## src/sv/pip_cross.sv

```systemverilog
// exact edge crossing test: registered products, then compare
// depends on nothing but its parameter
module pip_cross #(
    parameter int COORD_BITS = 16
) (
    input  logic                         clk,
    input  logic                         en,
    input  logic signed [COORD_BITS-1:0] ax,
    input  logic signed [COORD_BITS-1:0] ay,
    input  logic signed [COORD_BITS-1:0] bx,
    input  logic signed [COORD_BITS-1:0] by,
    input  logic signed [COORD_BITS-1:0] px,
    input  logic signed [COORD_BITS-1:0] py,
    output logic                         hit
);

    localparam int D = COORD_BITS + 1;
    localparam int P = 2 * D;

    logic signed [D-1:0] dpx;
    logic signed [D-1:0] dbx;
    logic signed [D-1:0] dpy;
    logic signed [D-1:0] dy;
    logic signed [P-1:0] left_next;
    logic signed [P-1:0] right_next;
    logic                straddle_next;
    logic                dypos_next;

    logic signed [P-1:0] left_reg;
    logic signed [P-1:0] right_reg;
    logic                straddle_reg;
    logic                dypos_reg;

    assign dpx = D'(px) - D'(ax);
    assign dbx = D'(bx) - D'(ax);
    assign dpy = D'(py) - D'(ay);
    assign dy  = D'(by) - D'(ay);

    assign left_next     = P'(dpx) * P'(dy);
    assign right_next    = P'(dbx) * P'(dpy);
    assign straddle_next = (ay > py) != (by > py);
    assign dypos_next    = by > ay;

    always_ff @(posedge clk)
    begin
        if (en)
        begin
            left_reg     <= left_next;
            right_reg    <= right_next;
            straddle_reg <= straddle_next;
            dypos_reg    <= dypos_next;
        end
    end

    assign hit = straddle_reg &&
                 (dypos_reg ? (left_reg < right_reg) : (right_reg < left_reg));

endmodule

```

## config.mk

```make
export PLATFORM = sky130hd
export DESIGN_NAME = pip_cross
export DESIGN_NICKNAME = d
export VERILOG_FILES = /design/src/sv/pip_cross.sv
export SDC_FILE = /design/constraint.sdc
export NUM_CORES = 2
export LEC_CHECK = 0
export ABC_CLOCK_PERIOD_IN_PS = 9330
export BUFFER_PORTS_ARGS = -buffer_cell sky130_fd_sc_hd__buf_2
export CAP_MARGIN = 20
export CORE_MARGIN = 2
export CORE_UTILIZATION = 35
export CTS_BUF_LIST = sky130_fd_sc_hd__clkbuf_4 sky130_fd_sc_hd__clkbuf_8
export CTS_CLUSTER_SIZE = 14
export DETAILED_ROUTE_END_ITERATION = 12
export GPL_ROUTABILITY_DRIVEN = 0
export GPL_TIMING_DRIVEN = 1
export PLACE_DENSITY_LB_ADDON = 0.12
export SLEW_MARGIN = 20
export SYNTH_ARGS = -nofsm -noshare
export SYNTH_HDL_FRONTEND = slang
export SYNTH_SLANG_ARGS = --single-unit
```

## constraint.sdc

```tcl
create_clock -name clk -period 9.33 [get_ports clk]
set_input_delay 1.3995 -clock clk [delete_from_list [all_inputs] [get_ports clk]]
set_output_delay 1.3995 -clock clk [all_outputs]
set_load 0.01 [all_outputs]
```

# [Word level (Yosys, flattened, before mapping)]
# Cells that the tools add are included.
[word_totals] reg_bits=70 in_bits=98 output_inout_bits=1 wordCells=18
[op_classes] add_sub_neg=4 multipliers=2 order_cmp=5 eq_ne=1 n_mux=1 reduce_logical=1
[op_table] op="less-than comparator 34 bit" n=2
[op_table] op="multiplier 17 x 17 -> 34 bit" n=2
[op_table] op="subtractor 16 x 16 -> 17 bit" n=4
[op_table] op="> comparator 16 bit" n=3
[op_table] op="logical AND 1 bit" n=1
[op_table] op="two-way mux 1 bit" n=1
[op_table] op="inequality test 1 bit" n=1

# [Depth between registers and ports, before layout]
[depth] ltp_word=3 depth_mapped=34

# [Least setup slack after synthesis]
# Ideal clock, no wire load.
[synth_timing] path_kind="in2reg" from="input px[0]" to="register left_reg[32] (data pin)" t_arrival_ns=8.845 required_ns=9.061 slack_ns=0.217 path_stages=33 path_buffers=1 path_cell_list="inv_1 ha_1 inv_1 fa_1 a21o_1 a21oi_2 o21ai_1 a21o_1 a211o_1 a21oi_1 xnor2_1 clkbuf_1 nand2_1 fa_1 inv_1 fa_1 inv_1 fa_1 inv_1 fa_1 fa_1 inv_1 fa_1 inv_1 ha_1 a211oi_1 nor2_1 a311oi_1 o21ai_0 a31o_2 a2111oi_2 o31ai_1 xor2_1"
[synth_between] elab_chain_len=2
[synth_lines] item="from (decl)" line_no="12" source="input logic signed [COORD_BITS-1:0] px,"
[synth_lines] item="subtractor 16 x 16 -> 17 bit" line_no="34" source="assign dpx = D'(px) - D'(ax);"
[synth_lines] item="multiplier 17 x 17 -> 34 bit" line_no="39" source="assign left_next = P'(dpx) * P'(dy);"
[synth_lines] item="net left_next[32]" line_no="24" source="logic signed [P-1:0] left_next;"
[synth_lines] item="to (signal assigned)" line_no="48" source="left_reg <= left_next;"
[synth_lines] item="to (decl)" line_no="29" source="logic signed [P-1:0] left_reg;"
# The timed path passes the listed nets, and every way through them passes these cells.
# A chain may end at the register's enable or synchronous reset.

# [Final worst setup path]
[layout_timing] from="input ax[0]" to="register left_reg[32] (data pin)"
[layout_between] elab_chain_len=2
[layout_lines] item="from (decl)" line_no="8" source="input logic signed [COORD_BITS-1:0] ax,"
[layout_lines] item="subtractor 16 x 16 -> 17 bit" line_no="34"
[layout_lines] item="multiplier 17 x 17 -> 34 bit" line_no="39"
[layout_lines] item="net left_next[32]" line_no="24"
# The timed path passes the listed nets, and every way through them passes these cells.

==> reports/results.ini <==
[status]
outcome = finished, final reports clean

[synthesis]
synth_area_sq_mm = 0.0279
synth-edff-count = 70
yosys_warnings = 0
yosys_most_used_dff = edfxtp_1
synth_seq_cells = 70
ys_types = 76
ys_async_sr_fraction = 0
post_synth.cell_area_avg_sq_um = 9.09
synth_nets = 4045
synthCells = 3067
yosysSeqAreaShare = 0.0754

[drt]
via_count = 21557
vias_per_cell = 4.90
ant_nets = 0
drtIter0Drc = 1037
drt_first_pass_iters = 5
detail_route.wl_per_cell_um = 18.8
routed_wl_mm = 82.8
drc_errors = 0

[layout]
layout.nets = 4326
diodes = 0
fin_area_sq_mm = 0.0316
drive_gt1_frac = 0.117
n_fill_cell = 8112
seq_area_sq_mm = 0.00210
multiInputGateArea_sq_mm = 0.0229
area_growth_pct = 13.3
final_util = 0.400

[timing]
slew_headroom = 0.303
rsz0062_at_grt = yes
fmax_mhz = 112
min_period_ns = 8.96
fin_ws_ns = 0.373
setup_viol = 0
timing.final.max_slew_violations = 0
whs_ns = 1.80
tightestPinTransition_ns = 1.04
hold_viol_final = 0
final.period_utilization = 0.960

[floorplanning]
die_w_um = 286
initial_core_util = 0.353
coreArea_sq_mm = 0.0789
dieHeight_um = 286
dieArea_sq_mm = 0.0819
num_rows = 103
top_level_ports = 99

[critical_path]
path_class = in -> reg
arrival_ns = 9.05
startpoint_type = input pin
critPathMostFrequentCell = fa_1
critical_path.max_stage_delay_ns = 0.54
worstPathRequired_ns = 9.42
critPathMaxFanout = 5
end_kind = flop
slowest_stage = fa_1

[cts]
cts_tree = yes
clk_pin_slew_ns = 0.08
clock-sinks = 70
clock_tree.buffer_depth = 2
cts-buffers-inserted = 9
postCtsResizedCells = 0
ctsHoldBuffers = 0
cts_max_level = 3
root_buffer = clkbuf_8
cts_setup_buffers = 0

[grt]
grt_max_degree = 71
grt_pass1_vias = 23745
overflow = 0
grt_pass1_wl_mm = 133
grt.total_usage = 0.211
antenna_found_initial = 1

[flow_run]
drv_cap = 0

[hold_path]
hold_class = in -> reg

[place]
place_ws_ns = -0.260
dp_hpwl_mm = 74.1
place_area_sq_mm = 0.0313
numPortBuffers = 98

[synth_stat cells (5+ instances only)]
| library cell | n | area [sq um] |
|---|---|---|
| inv_1 | 727 | 2730 |
| fa_1 | 596 | 11900 |
| nand2_1 | 350 | 1310 |
| ha_1 | 284 | 3550 |
| nor2_1 | 265 | 995 |
| xnor2_1 | 91 | 797 |
| a21oi_1 | 82 | 410 |
| edfxtp_1 | 70 | 2100 |
| a21o_1 | 57 | 428 |
| o21ai_0 | 56 | 280 |
| nor2b_1 | 46 | 288 |
| clkbuf_1 | 45 | 169 |
| xor2_1 | 44 | 385 |
| and2_1 | 43 | 269 |
| nand2b_1 | 34 | 213 |
| nand3_1 | 28 | 140 |
| o21a_1 | 24 | 180 |
| nor3_1 | 22 | 110 |
| a31oi_1 | 17 | 106 |
| nand4_1 | 16 | 100 |
| and3_1 | 13 | 81.3 |
| o21bai_1 | 13 | 97.6 |
| buf_2 | 12 | 60.1 |
| a211oi_1 | 11 | 82.6 |
| or2_2 | 11 | 68.8 |
| or3_1 | 10 | 62.6 |
| o211ai_1 | 6 | 45.0 |
| o31a_1 | 5 | 43.8 |
[critical path, delay by kind of cell]
| family | cells | cell delay, ns |
|---|---|---|
| xor gates and xnor gates | 2 | 0.34 |
| buffers and inverters | 9 | 0.79 |
| adders and majority gates | 9 | 3.83 |
| and+or+nand+nor | 1 | 0.07 |
| AOI/OAI and AO/OA | 13 | 2.60 |
[placed cells by master, fill, tap and decap left out, types with 55 or more instances in the layout]
cell | Yosys | final
inv_1 | 727 | 727
nor2_1 | 265 | 265
buf_2 | 12 | 98
fa_1 | 596 | 596
edfxtp_1 | 70 | 70
xnor2_1 | 91 | 86
nand2_1 | 350 | 350
a21oi_1 | 82 | 80
o21ai_0 | 56 | 55
ha_1 | 284 | 283
buf_4 | 3 | 224
a21o_1 | 57 | 57
[layout make-up]
cell class,instances,share of cell area
flip-flops and latches,70,0.0666
repair buffers,332,0.0751
clock buffers,9,0.00392
multi-input cells,2208,0.724
inverters,727,0.0864
clock inverters,7,0.00206
well taps,1050,0.0416
[cells by family (layout without fill, tap and decap cells)]
family,Yosys count,after routing,synth area share
simple gates,855,855,0.135
xor+xnor,136,136,0.0430
compound gates,332,332,0.0814
buf+inv,789,1075,0.107
flops,70,70,0.0754
mux,5,5,0.00184
fa+ha+maj,880,880,0.556
[metal layers]
metal / up-vias / track usage / part of all wire
met5: - / 0 / 0
met4: 0 / 0.0539 / 0.031
met3: 74 / 0.0262 / 0.046
met2: 481 / 0.362 / 0.48
met1: 11034 / 0.283 / 0.44
li1: 9968 / - / -
[metrics by stage]
stage               TNS, ns  std cells
finish                    0       4403
global route         -0.141       4403
CTS                       0       4403
detailed placement    -3.23       4387
global placement      -1.90       4387
floorplan                 0       3067
[worst paths after layout]
path / end / slack [ns] / startpoint / cells past startpoint
setup / recovery: left_reg[32] / 0.37 / ax[0] / 34
hold / removal: left_reg[1] / 1.80 / en / 2
Power is left out: the tool's default activity adds up to more than one toggle a clock period on the data nets, which glitch-free logic cannot reach.
