[config.mk]
export PLATFORM = sky130hd
export DESIGN_NAME = pip_cell
export DESIGN_NICKNAME = d
export VERILOG_FILES = /design/src/sv/pip_pkg.sv /design/src/sv/pip_cross.sv /design/src/sv/pip_cell.sv
export SDC_FILE = /design/constraint.sdc
export NUM_CORES = 1
export LEC_CHECK = 0
export BUFFER_PORTS_ARGS = -buffer_cell sky130_fd_sc_hd__buf_2
export CAP_MARGIN = 10
export CORE_AREA = 4 4 177 145
export DETAILED_ROUTE_END_ITERATION = 10
export DIE_AREA = 0 0 181 149
export SLEW_MARGIN = 20
export SYNTH_ARGS = -nofsm -noshare
export SYNTH_HDL_FRONTEND = slang
export SYNTH_SLANG_ARGS = --single-unit
[constraint.sdc]
create_clock -name clk -period 1.4 [get_ports clk]
set_clock_uncertainty 0.15 [all_clocks]
set_input_delay 0.14 -clock clk [delete_from_list [all_inputs] [get_ports clk]]
set_output_delay 0.14 -clock clk [all_outputs]
set_load 0.03 [all_outputs]
[src/sv/pip_pkg.sv]
// shared types and constants of the even-odd point-in-polygon block
// no dependencies
package pip_pkg;

    localparam int SLOT_W  = 6;
    localparam int COUNT_W = 7;

    typedef enum logic
    {
        CMD_LOAD  = 1'b0,
        CMD_QUERY = 1'b1
    } cmd_t;

    // register index taken from paddr[2]
    localparam logic REG_VERTEX_COUNT = 1'b0;

    typedef struct packed
    {
        logic              valid;
        logic              query;
        logic [SLOT_W-1:0] slot;
        logic              toggle;
    } token_ctrl_t;

endpackage

[src/sv/pip_cross.sv]
// exact edge crossing test: registered products, then compare
// depends on nothing but its parameter
module pip_cross #(
    parameter int COORD_BITS = 16
) (
    input  logic                         clk,
    input  logic                         en,
    input  logic signed [COORD_BITS-1:0] ax,
    input  logic signed [COORD_BITS-1:0] ay,
    input  logic signed [COORD_BITS-1:0] bx,
    input  logic signed [COORD_BITS-1:0] by,
    input  logic signed [COORD_BITS-1:0] px,
    input  logic signed [COORD_BITS-1:0] py,
    output logic                         hit
);

    localparam int D = COORD_BITS + 1;
    localparam int P = 2 * D;

    logic signed [D-1:0] dpx;
    logic signed [D-1:0] dbx;
    logic signed [D-1:0] dpy;
    logic signed [D-1:0] dy;
    logic signed [P-1:0] left_next;
    logic signed [P-1:0] right_next;
    logic                straddle_next;
    logic                dypos_next;

    logic signed [P-1:0] left_reg;
    logic signed [P-1:0] right_reg;
    logic                straddle_reg;
    logic                dypos_reg;

    assign dpx = D'(px) - D'(ax);
    assign dbx = D'(bx) - D'(ax);
    assign dpy = D'(py) - D'(ay);
    assign dy  = D'(by) - D'(ay);

    assign left_next     = P'(dpx) * P'(dy);
    assign right_next    = P'(dbx) * P'(dpy);
    assign straddle_next = (ay > py) != (by > py);
    assign dypos_next    = by > ay;

    always_ff @(posedge clk)
    begin
        if (en)
        begin
            left_reg     <= left_next;
            right_reg    <= right_next;
            straddle_reg <= straddle_next;
            dypos_reg    <= dypos_next;
        end
    end

    assign hit = straddle_reg &&
                 (dypos_reg ? (left_reg < right_reg) : (right_reg < left_reg));

endmodule

[src/sv/pip_cell.sv]
// one chain cell: holds one outline vertex and, in all but cell 0, tests the edge ending at it
// depends on pip_pkg and pip_cross
module pip_cell #(
    parameter int COORD_BITS = 16,
    parameter int CNT_W      = 7,
    parameter int INDEX      = 0
) (
    input  logic                         clk,
    input  logic                         rst_n,
    input  logic                         en,
    input  logic [CNT_W-1:0]             n,
    input  pip_pkg::token_ctrl_t         ctrl_in,
    input  logic signed [COORD_BITS-1:0] px_in,
    input  logic signed [COORD_BITS-1:0] py_in,
    input  logic signed [COORD_BITS-1:0] prev_x_in,
    input  logic signed [COORD_BITS-1:0] prev_y_in,
    input  logic signed [COORD_BITS-1:0] first_x_in,
    input  logic signed [COORD_BITS-1:0] first_y_in,
    output pip_pkg::token_ctrl_t         ctrl_out,
    output logic signed [COORD_BITS-1:0] px_out,
    output logic signed [COORD_BITS-1:0] py_out,
    output logic signed [COORD_BITS-1:0] prev_x_out,
    output logic signed [COORD_BITS-1:0] prev_y_out,
    output logic signed [COORD_BITS-1:0] first_x_out,
    output logic signed [COORD_BITS-1:0] first_y_out
);

    import pip_pkg::*;

    localparam logic IS_FIRST = (INDEX == 0);

    logic signed [COORD_BITS-1:0] vx_reg;
    logic signed [COORD_BITS-1:0] vy_reg;

    token_ctrl_t                  ctrl1_reg;
    logic                         test1_reg;
    logic signed [COORD_BITS-1:0] px1_reg;
    logic signed [COORD_BITS-1:0] py1_reg;
    logic signed [COORD_BITS-1:0] prev_x1_reg;
    logic signed [COORD_BITS-1:0] prev_y1_reg;
    logic signed [COORD_BITS-1:0] first_x1_reg;
    logic signed [COORD_BITS-1:0] first_y1_reg;

    token_ctrl_t                  ctrl2_reg;
    token_ctrl_t                  ctrl2_next;
    logic signed [COORD_BITS-1:0] px2_reg;
    logic signed [COORD_BITS-1:0] py2_reg;
    logic signed [COORD_BITS-1:0] prev_x2_reg;
    logic signed [COORD_BITS-1:0] prev_y2_reg;
    logic signed [COORD_BITS-1:0] first_x2_reg;
    logic signed [COORD_BITS-1:0] first_y2_reg;

    logic active;
    logic is_query;
    logic take;
    logic load_hit;
    logic edge_hit;

    assign active   = CNT_W'(INDEX) < n;
    assign is_query = ctrl_in.valid && ctrl_in.query;
    assign take     = is_query && active;
    assign load_hit = ctrl_in.valid && !ctrl_in.query &&
                      (CNT_W'(ctrl_in.slot) == CNT_W'(INDEX));

    pip_cross #(
        .COORD_BITS(COORD_BITS)
    ) u_cross (
        .clk  (clk),
        .en   (en),
        .ax   (prev_x_in),
        .ay   (prev_y_in),
        .bx   (vx_reg),
        .by   (vy_reg),
        .px   (px_in),
        .py   (py_in),
        .hit  (edge_hit)
    );

    // vertex store of this cell
    always_ff @(posedge clk)
    begin
        if (en && load_hit)
        begin
            vx_reg <= px_in;
            vy_reg <= py_in;
        end
    end

    always_ff @(posedge clk or negedge rst_n)
    begin
        if (!rst_n)
        begin
            ctrl1_reg <= '0;
            ctrl2_reg <= '0;
        end
        else if (en)
        begin
            ctrl1_reg <= ctrl_in;
            ctrl2_reg <= ctrl2_next;
        end
    end

    always_ff @(posedge clk)
    begin
        if (en)
        begin
            test1_reg    <= take && !IS_FIRST;
            px1_reg      <= px_in;
            py1_reg      <= py_in;
            prev_x1_reg  <= take ? vx_reg : prev_x_in;
            prev_y1_reg  <= take ? vy_reg : prev_y_in;
            first_x1_reg <= (take && IS_FIRST) ? vx_reg : first_x_in;
            first_y1_reg <= (take && IS_FIRST) ? vy_reg : first_y_in;
            px2_reg      <= px1_reg;
            py2_reg      <= py1_reg;
            prev_x2_reg  <= prev_x1_reg;
            prev_y2_reg  <= prev_y1_reg;
            first_x2_reg <= first_x1_reg;
            first_y2_reg <= first_y1_reg;
        end
    end

    always_comb
    begin
        ctrl2_next        = ctrl1_reg;
        ctrl2_next.toggle = ctrl1_reg.toggle ^ (test1_reg && edge_hit);
    end

    assign ctrl_out    = ctrl2_reg;
    assign px_out      = px2_reg;
    assign py_out      = py2_reg;
    assign prev_x_out  = prev_x2_reg;
    assign prev_y_out  = prev_y2_reg;
    assign first_x_out = first_x2_reg;
    assign first_y_out = first_y2_reg;

endmodule
* Word-level counts from Yosys, hierarchy flattened
Index checks and enable logic that the tools add are counted.
** Storage, ports and cells
- Output and inout bits :: 105
- Register bits :: 242
** Operators by class
- Multiplexer cells :: 4
- Reductions and logical operators :: 7
- Magnitude comparators :: 1
** Operator list (number)
- $mux 16 :: 4
- $lt 1x7->1 const A :: 1
- $logic_not 6->1 :: 1
- $logic_and 1x1->1 :: 5
- $logic_not 1->1 :: 1

* Longest topological paths before layout
Gate-level depths: netlist of the first run.
- Word-level depth :: 4
- Gate-level depth with buffers :: 4

* Worst setup path after synthesis of the first run
No wires, ideal clock.
- Kind :: input port to flip-flop
- Start :: input port en
- End :: register vx_reg[0] (enable)
- Path buffers :: 2
- Path slack :: -3.578 ns
- Stages on the path :: 4
- Library setup time :: 0.512 ns
- Required time :: 0.738 ns
- Arrival :: 4.316 ns
- Path through :: clkbuf_1 > buf_1 > nand3b_1 > nor4b_1
** On the way
- Word-level cells in the longest chain between the ends :: 1
** Ends and longest elaborated chain
- start: declaration :: line pip_cell.sv:10 : input logic en,
- $logic_and 1x1->1 :: line pip_cell.sv:82 : if (en && load_hit)
- end signal: assignment :: line pip_cell.sv:84 : vx_reg <= px_in;
- end: declaration :: line pip_cell.sv:32 : logic signed [COORD_BITS-1:0] vx_reg;
No other way between the ends.
A chain may end at the register's enable or synchronous reset.

* Worst setup path after layout of the first run
- Start :: input port n[5]
- End :: register prev_y1_reg[10] (data pin)
** On the way
- Word-level cells in the longest chain between the ends :: 3
** Ends and longest elaborated chain
- start: declaration :: line pip_cell.sv:11 : input logic [CNT_W-1:0] n,
- $lt 1x7->1 :: line pip_cell.sv:59 : assign active = CNT_W'(INDEX) < n;
- $logic_and 1x1->1 :: line pip_cell.sv:61 : assign take = is_query && active;
- $mux 16 :: line pip_cell.sv:111 : prev_y1_reg <= take ? vy_reg : prev_y_in;
- end signal: assignment :: line pip_cell.sv:111
- end: declaration :: line pip_cell.sv:40 : logic signed [COORD_BITS-1:0] prev_y1_reg;
No other way between the ends.

==> results of run 1 <==
## worst max path at each step
stage                           from                         to  slack [ns]  cells after the start
after floorplan           ctrl_in[1]        vx_reg[0]$_DFFE_PP_       -0.88                      3
after global placement          n[3]  first_y1_reg[7]$_DFFE_PP_       -0.69                      5
after detailed placement        n[3]  prev_y1_reg[10]$_DFFE_PP_       -0.70                      5
after CTS                       n[3]  prev_x1_reg[15]$_DFFE_PP_       -0.15                      7
after global routing            n[5]   prev_x1_reg[3]$_DFFE_PP_       -0.22                      6
final                           n[5]  prev_y1_reg[10]$_DFFE_PP_       -0.20                      6
## cells by family (layout without fill, tap and decap cells)
| family | after synthesis | after routing | synth area share |
|---|---|---|---|
| compound gates | 1 | 1 | 0.002575 |
| buf+inv | 8 | 393 | 0.01182 |
| flops | 242 | 242 | 0.8690 |
| mux | 82 | 82 | 0.1118 |
| simple gates | 5 | 5 | 0.004849 |
## placed cells by master, fill, tap and decap left out, types with 7 or more instances in the layout
| cell | netlist | final |
|---|---|---|
| clkinv_1 | 0 | 8 |
| clkbuf_16 | 0 | 28 |
| dlygate4sd3_1 | 0 | 107 |
| mux2_4 | 0 | 64 |
| edfxtp_1 | 224 | 224 |
| buf_6 | 0 | 32 |
| mux2_2 | 77 | 18 |
| clkbuf_1 | 1 | 7 |
| buf_2 | 0 | 170 |
| buf_4 | 0 | 22 |
| buf_12 | 0 | 9 |
| dfrtp_1 | 18 | 18 |
## layout make-up
class                   count  area [um^2]  area share
well taps                 318        397.9     0.03223
multi-input cells          88         1255      0.1016
clock inverters            12        56.30    0.004560
clock buffers              32        651.9     0.05280
flip-flops and latches    242         7177      0.5813
repair buffers            349         2809      0.2275
## critical path: stages
cell	delay (ns)
buf_6	0.09
or4_4	0.54
o211ai_4	0.25
buf_4	0.16
buf_12	0.17
mux2_4	0.32
## layer usage
metal | track usage | vias up | wire, um
li1 | - | 2094 | -
met1 | 0.1601 | 2140 | 7320
met2 | 0.2118 | 152 | 8533
met3 | 0.03803 | 22 | 1261
met4 | 0.03751 | 0 | 442
met5 | 0 | - | 0
## where the power goes
part / switching, mW / internal (mW)
clock network: 2.53 / 3.26
registers: 0.133 / 8.41
logic: 0.896 / 0.870
## through the flow
| stage | hold WS [ns] | setup TNS, ns | cells |
|---|---|---|---|
| after global routing | 0.06074 | -11.88 | 1041 |
| final | 0.07786 | -10.94 | 1041 |
| after detailed placement | -0.05845 | -57.70 | 880 |
| after floorplan | -0.3056 | -68.10 | 338 |
| after CTS | 0.05870 | -7.144 | 1041 |
| after global placement | -0.07804 | -57.13 | 880 |
## repair_timing
item,in CTS,in global routing
gates cloned,4,3
hold endpoints to repair,183,0
endpoints found under the setup margin,72,140
resized for setup,21,103
buffers inserted,6,0
pin swaps,0,3
hold buffers,107,0
==> metrics.md, run 1 <==
| Metric | Value |
|---|---|
| Pin count of the biggest net entering global routing | `between 60 and 70` |
| Gr usage total | `0.1262` |
| Avg WL per Cell | `between 15 and 20 um` |
| Setup Viol. Count Final | `between 60 and 70` |
| Worst R2R Start | `vx_reg[9]$_DFFE_PP_` |
| Distinct cells, synth | `13` |
| Synthesized Nets | `about 450` |
| Clock sinks | `about 240` |
| Hold WC Path Type | `primary input to flop` |
| Max VDD drop | `slightly below 0.8 mV` |
| Failing checks | `setup timing` |
| Placed cell area | `approximately 0.01 mm^2` |
| Top FF cell, synth | `edfxtp_1` |
| Filler cell count | `around 1,900` |
| Setup CP Type | `primary input to flop` |
| Tcrit/Tclk final | `1.141` |
| Final Power | `16.10 mW` |
| Final hold violation count | `0` |
| Worst reg-to-reg setup slack | `0.28 ns` |
| Diode count | `0` |
| Die Span X | `between 150 and 200 um` |
| Async SR Flop Fraction | `0.07438` |
| I/O pin count | `between 200 and 250` |
| Fraction of the yosys area taken by sequential cells | `0.8690` |
| Fin area | `between 0.01 and 0.015 mm^2` |
| Hold path depth | `3` |
| TritonCTS clock tree | `done` |
| Outcome | `finished with violations` |
| RSZ-0062 raised after global routing | `yes` |
| WP data arrival | `between 1.5 and 2 ns` |
| Crit. End Element | `flop` |
| DR pass1 iterations | `4` |
| Post-Syn Area | `~0.0083 mm^2` |
| Pwr dens | `between 1000 and 1500 mW/mm^2` |
| First-pass GRT wire length | `26,940 um` |
| Post-Syn Instances | `338` |
| Synth warn | `0` |
| Dominant cells by area after synthesis | `edfxtp_1 81%, mux2_2 10%, dfrtp_1 5.5%, buf_8 1.1%, mux2_1 0.68%` |
| Core area | `0.02393 mm^2` |
| IO buf count | `about 220` |
| FMAX | `between 0.6 and 0.7 GHz` |
| Relative slew slack | `0.7345` |
| Reg clk slew, reported paths | `about 0.060 ns` |
| Rows | `51` |
| Routed via count | `approximately 4,400` |
| Drt total wl | `approximately 18,000 um` |
| Layout cell share with drive strength beyond 1 | `0.4938` |
| Hold Path Sink | `vy_reg[1]$_DFFE_PP_` |
| CP Max Fanout | `18` |
| R2R depth | `1` |
| Detailed Place HPWL | `10,910 um` |
| Setup WS pre-CTS | `-0.7019 ns` |
| HP Start | `ctrl_in[7]` |
| Clock Latency Late Sink | `between 0.5 and 0.6 ns` |
| Worst slew pin tran | `around 0.4 ns` |
| CP required | `between 1.5 and 2 ns` |
| Final Wtd Congestion | `approximately 0.75` |
| Core Util, Final | `0.5160` |
| Reg2reg end | `first_x1_reg[9]$_DFFE_PP_` |
| DIE AREA | `about 0.027 mm^2` |
| DIE HEIGHT | `149 um` |
| CTS max path bufs | `3` |
| Startpoint Class | `primary input` |
| EDFF count, synth | `~220` |
| Nets | `just over 800` |
| Post-synth top cells | `224 x edfxtp_1, 77 x mux2_2, 18 x dfrtp_1` |
| Min Clock Period, post-route | `1.597 ns` |
| # DRC | `0` |
| Root Driver | `clkbuf_16` |
| H-tree levels | `1` |
| Area grow syn2layout | `49.49%` |
| Final global-route overflow total | `0` |
| Max cap viols | `0` |
| Static leakage | `roughly 5.0 nW` |
| Count leader, synth | `edfxtp_1` |
| Initial antenna violation count | `0` |
| Mean Syn Cell Area | `about 24 um^2` |
| Number of global-route vias before repair | `about 4,900` |
| Average via count per standard cell | `4.234` |
| PnR worst setup slack | `-0.1969 ns` |
| Initial core utilization | `0.3452` |
| Synth area leader | `edfxtp_1` |
| Synth top area share | `0.8144` |
| Total CTS buffers | `25` |
| DRT iter0 DRCs | `roughly 150` |
| Slew Viols, Final | `0` |
| Seq cells post-synth | `242` |
| Post-route ant nets | `0` |
No activity file was read; power rests on OpenSTA's default activity.
==> run 2: changes to the inputs <==
Settings changed: PLACE_DENSITY set to 0.66.
==> run 2 against run 1 <==
Against the previous run: non-clock buffer count up 1; final cell count about the same; the run still ends with setup timing left; sequential share of layout area up 0.094 points.
==> metrics.md, run 2 (same netlist as run 1, synthesis figures left out) <==
| Metric | Value |
|---|---|
| Max cap viols | `0 (unchanged)` |
| Nets | `821 (unchanged)` |
| Core Util, Final | `0.5151 (was 0.5160)` |
| Pwr dens | `1364 mW/mm^2 (was 1304 mW/mm^2)` |
| Drt total wl | `17,060 um (was 17,560 um)` |
| Core area | `0.02393 mm^2 (unchanged)` |
| Net Sw Frac | `0.2124 (was 0.2212)` |
| PnR worst setup slack | `-0.1738 ns (was -0.1969 ns)` |
| Clock sinks | `242 (unchanged)` |
| Crit. End Element | `flop (unchanged)` |
| First-pass GRT wire length | `25,990 um (was 26,940 um)` |
| Layout cell share with drive strength beyond 1 | `0.5035 (was 0.4938)` |
| RSZ-0062 raised after global routing | `yes (unchanged)` |
| HP Start | `ctrl_in[7] (unchanged)` |
| DIE AREA | `0.02697 mm^2 (unchanged)` |
| Slew Viols, Final | `0 (unchanged)` |
| Gr usage total | `0.1204 (was 0.1262)` |
| Startpoint of the worst setup timing path | `n[3] (was n[5])` |
| Avg WL per Cell | `16.38 um (was 16.86 um)` |
| Failing checks | `setup timing (unchanged)` |
| Outcome | `finished with violations (unchanged)` |
| Startpoint Class | `primary input (unchanged)` |
| Worst R2R Start | `vx_reg[7]$_DFFE_PP_ (was vx_reg[9]$_DFFE_PP_)` |
| Most frequent cells in the layout | `224 x edfxtp_1, 184 x buf_2, 107 x dlygate4sd3_1 (was 224 x edfxtp_1, 170 x buf_2, 107 x dlygate4sd3_1)` |
| CTS max path bufs | `3 (unchanged)` |
| Final global-route overflow total | `0 (unchanged)` |
| H-tree levels | `1 (unchanged)` |
| Commonest non-fill, non-tap cell in the layout | `edfxtp_1 (unchanged)` |
| Fin area | `0.01233 mm^2 (was 0.01235 mm^2)` |
| # DRC | `0 (unchanged)` |
| FMAX | `0.6354 GHz (was 0.6262 GHz)` |
| Reg clk slew, reported paths | `0.06 ns (about the same)` |
| Area grow syn2layout | `49.25% (was 49.49%)` |
| Clock Latency Late Sink | `0.50 ns (was 0.51 ns)` |
| Min Clock Period, post-route | `1.574 ns (was 1.597 ns)` |
| Final Power | `16.81 mW (was 16.10 mW)` |
| Clk pwr share | `0.390 (was 0.360)` |
| Post-route ant nets | `0 (unchanged)` |
| Hold WC Path Type | `primary input to flop (unchanged)` |
| Pint | `13.24 mW (was 12.54 mW)` |
| Comb pwr share | `0.102 (was 0.110)` |
| CP required | `1.50 ns (was 1.51 ns)` |
| Seq pwr share | `0.508 (was 0.530)` |
| Hold path depth | `4 (was 3)` |
| Relative slew slack | `0.7328 (was 0.7345)` |
| Root Driver | `clkbuf_16 (unchanged)` |
| IO buf count | `219 (unchanged)` |
| Number of global-route vias before repair | `4,792 (was 4,888)` |
| Tcrit/Tclk final | `1.124 (was 1.141)` |
| Final Wtd Congestion | `0.7443 (was 0.7457)` |
| Die Span X | `181 um (unchanged)` |
| Total CTS buffers | `24 (was 25)` |
| Setup CP Type | `primary input to flop (unchanged)` |
| Initial antenna violation count | `1 (was 0)` |
| Average via count per standard cell | `4.247 (was 4.234)` |
| Initial core utilization | `0.3452 (unchanged)` |
| Pin count of the biggest net entering global routing | `55 (was 66)` |
| Rows | `51 (unchanged)` |
| WP data arrival | `1.67 ns (was 1.70 ns)` |
| Routed via count | `4,425 (was 4,408)` |
| Setup Viol. Count Final | `64 (unchanged)` |
| DIE HEIGHT | `149 um (unchanged)` |
| Worst slew pin tran | `0.4008 ns (was 0.3982 ns)` |
| Detailed Place HPWL | `11,340 um (was 10,910 um)` |
| CP Max Fanout | `14 (was 18)` |
| TritonCTS clock tree | `done (unchanged)` |
| Sw Pwr | `3.571 mW (was 3.562 mW)` |
| DR pass1 iterations | `4 (unchanged)` |
| Final hold violation count | `0 (unchanged)` |
| DRT iter0 DRCs | `226 (was 151)` |
| R2R depth | `1 (unchanged)` |
| Max VDD drop | `0.8683 mV (was 0.7759 mV)` |
| Setup TNS | `-8.703 ns (was -10.94 ns)` |
| Static leakage | `4.979 nW (about the same)` |
| Placed cell area | `0.01021 mm^2 (was 0.01013 mm^2)` |
| I/O pin count | `220 (unchanged)` |
## run 2: cell types whose count changed in the layout (fill, tap and decap cells not counted), moves of 2 or more
cell       delta
clkbuf_1      -2
buf_2        +14
buf_16        -2
bufinv_16     +4
buf_6         -5
clkbuf_16     -2
clkinv_1      -5
buf_4         -2
## run 2: path summary, 6_finish.rpt
kind / end / slack, ns
setup / recovery: first_x1_reg[14]$_DFFE_PP_ / -0.17
hold / removal: vx_reg[1]$_DFFE_PP_ / 0.12
setup reg to reg: first_x1_reg[7]$_DFFE_PP_ / 0.31
hold reg to reg: first_y_out[12]$_DFFE_PP_ / 0.27
max in group asynchronous: ctrl_out[0]$_DFFE_PN0P_ / 0.32
min in group asynchronous: ctrl_out[4]$_DFFE_PN0P_ / 0.49
## run 2: metal layers
metal / part of all wire / track usage / vias to the layer above
met5: 0 / 0 / -
met4: 0.033 / 0.03826 / 0
met3: 0.055 / 0.03169 / 39
met2: 0.49 / 0.2077 / 142
met1: 0.42 / 0.1499 / 2150
li1: - / - / 2094
## run 2: critical path, cell delays in order
cell	delay, ns
buf_6	0.09
or4_4	0.53
o211ai_4	0.25
buf_12	0.18
buf_12	0.16
mux2_4	0.31
## run 2: metrics by stage
step / std cells / hold WS, ns / setup slack [ns]
6_report: 1042 / 0.1159 / -0.1738
5_1_grt: 1042 / 0.1067 / -0.1782
4_1_cts: 1040 / 0.1152 / -0.1519
3_5_place_dp: 889 / -0.06564 / -0.6987
3_3_place_gp: 889 / -0.07696 / -0.6724
2_1_floorplan: 338 / -0.3056 / -0.8760
## run 2: power by group through the flow
| stage | Clock (mW) | Combinational [mW] | Sequential [mW] |
|---|---|---|---|
| after floorplan | 0 | 0.364 | 9.09 |
| after global placement | 0 | 1.38 | 8.66 |
| after detailed placement | 0 | 1.41 | 8.69 |
| after CTS | 6.73 | 1.68 | 8.54 |
| after global routing | 7.09 | 1.82 | 8.58 |
| final | 6.55 | 1.72 | 8.54 |
## run 2: what timing repair did
action	4_1_cts	5_1_grt
pin swaps	0	1
cloned	0	1
setup endpoints to repair	73	105
resized for setup	24	60
hold endpoints to repair	177	0
hold buffers	107	0
buffers inserted	1	0
## run 2: area by class of cell
| cell class | count | area [um^2] |
|---|---|---|
| Tap cell | 318 | 397.9 |
| Clock buffer | 30 | 644.4 |
| Antenna cell | 1 | 2.502 |
| Timing Repair Buffer | 350 | 2680 |
| Fill cell | 1876 | 11600 |
| Multi-Input combinational cell | 88 | 1255 |
| Clock inverter | 13 | 170.2 |
| Sequential cell | 242 | 7177 |
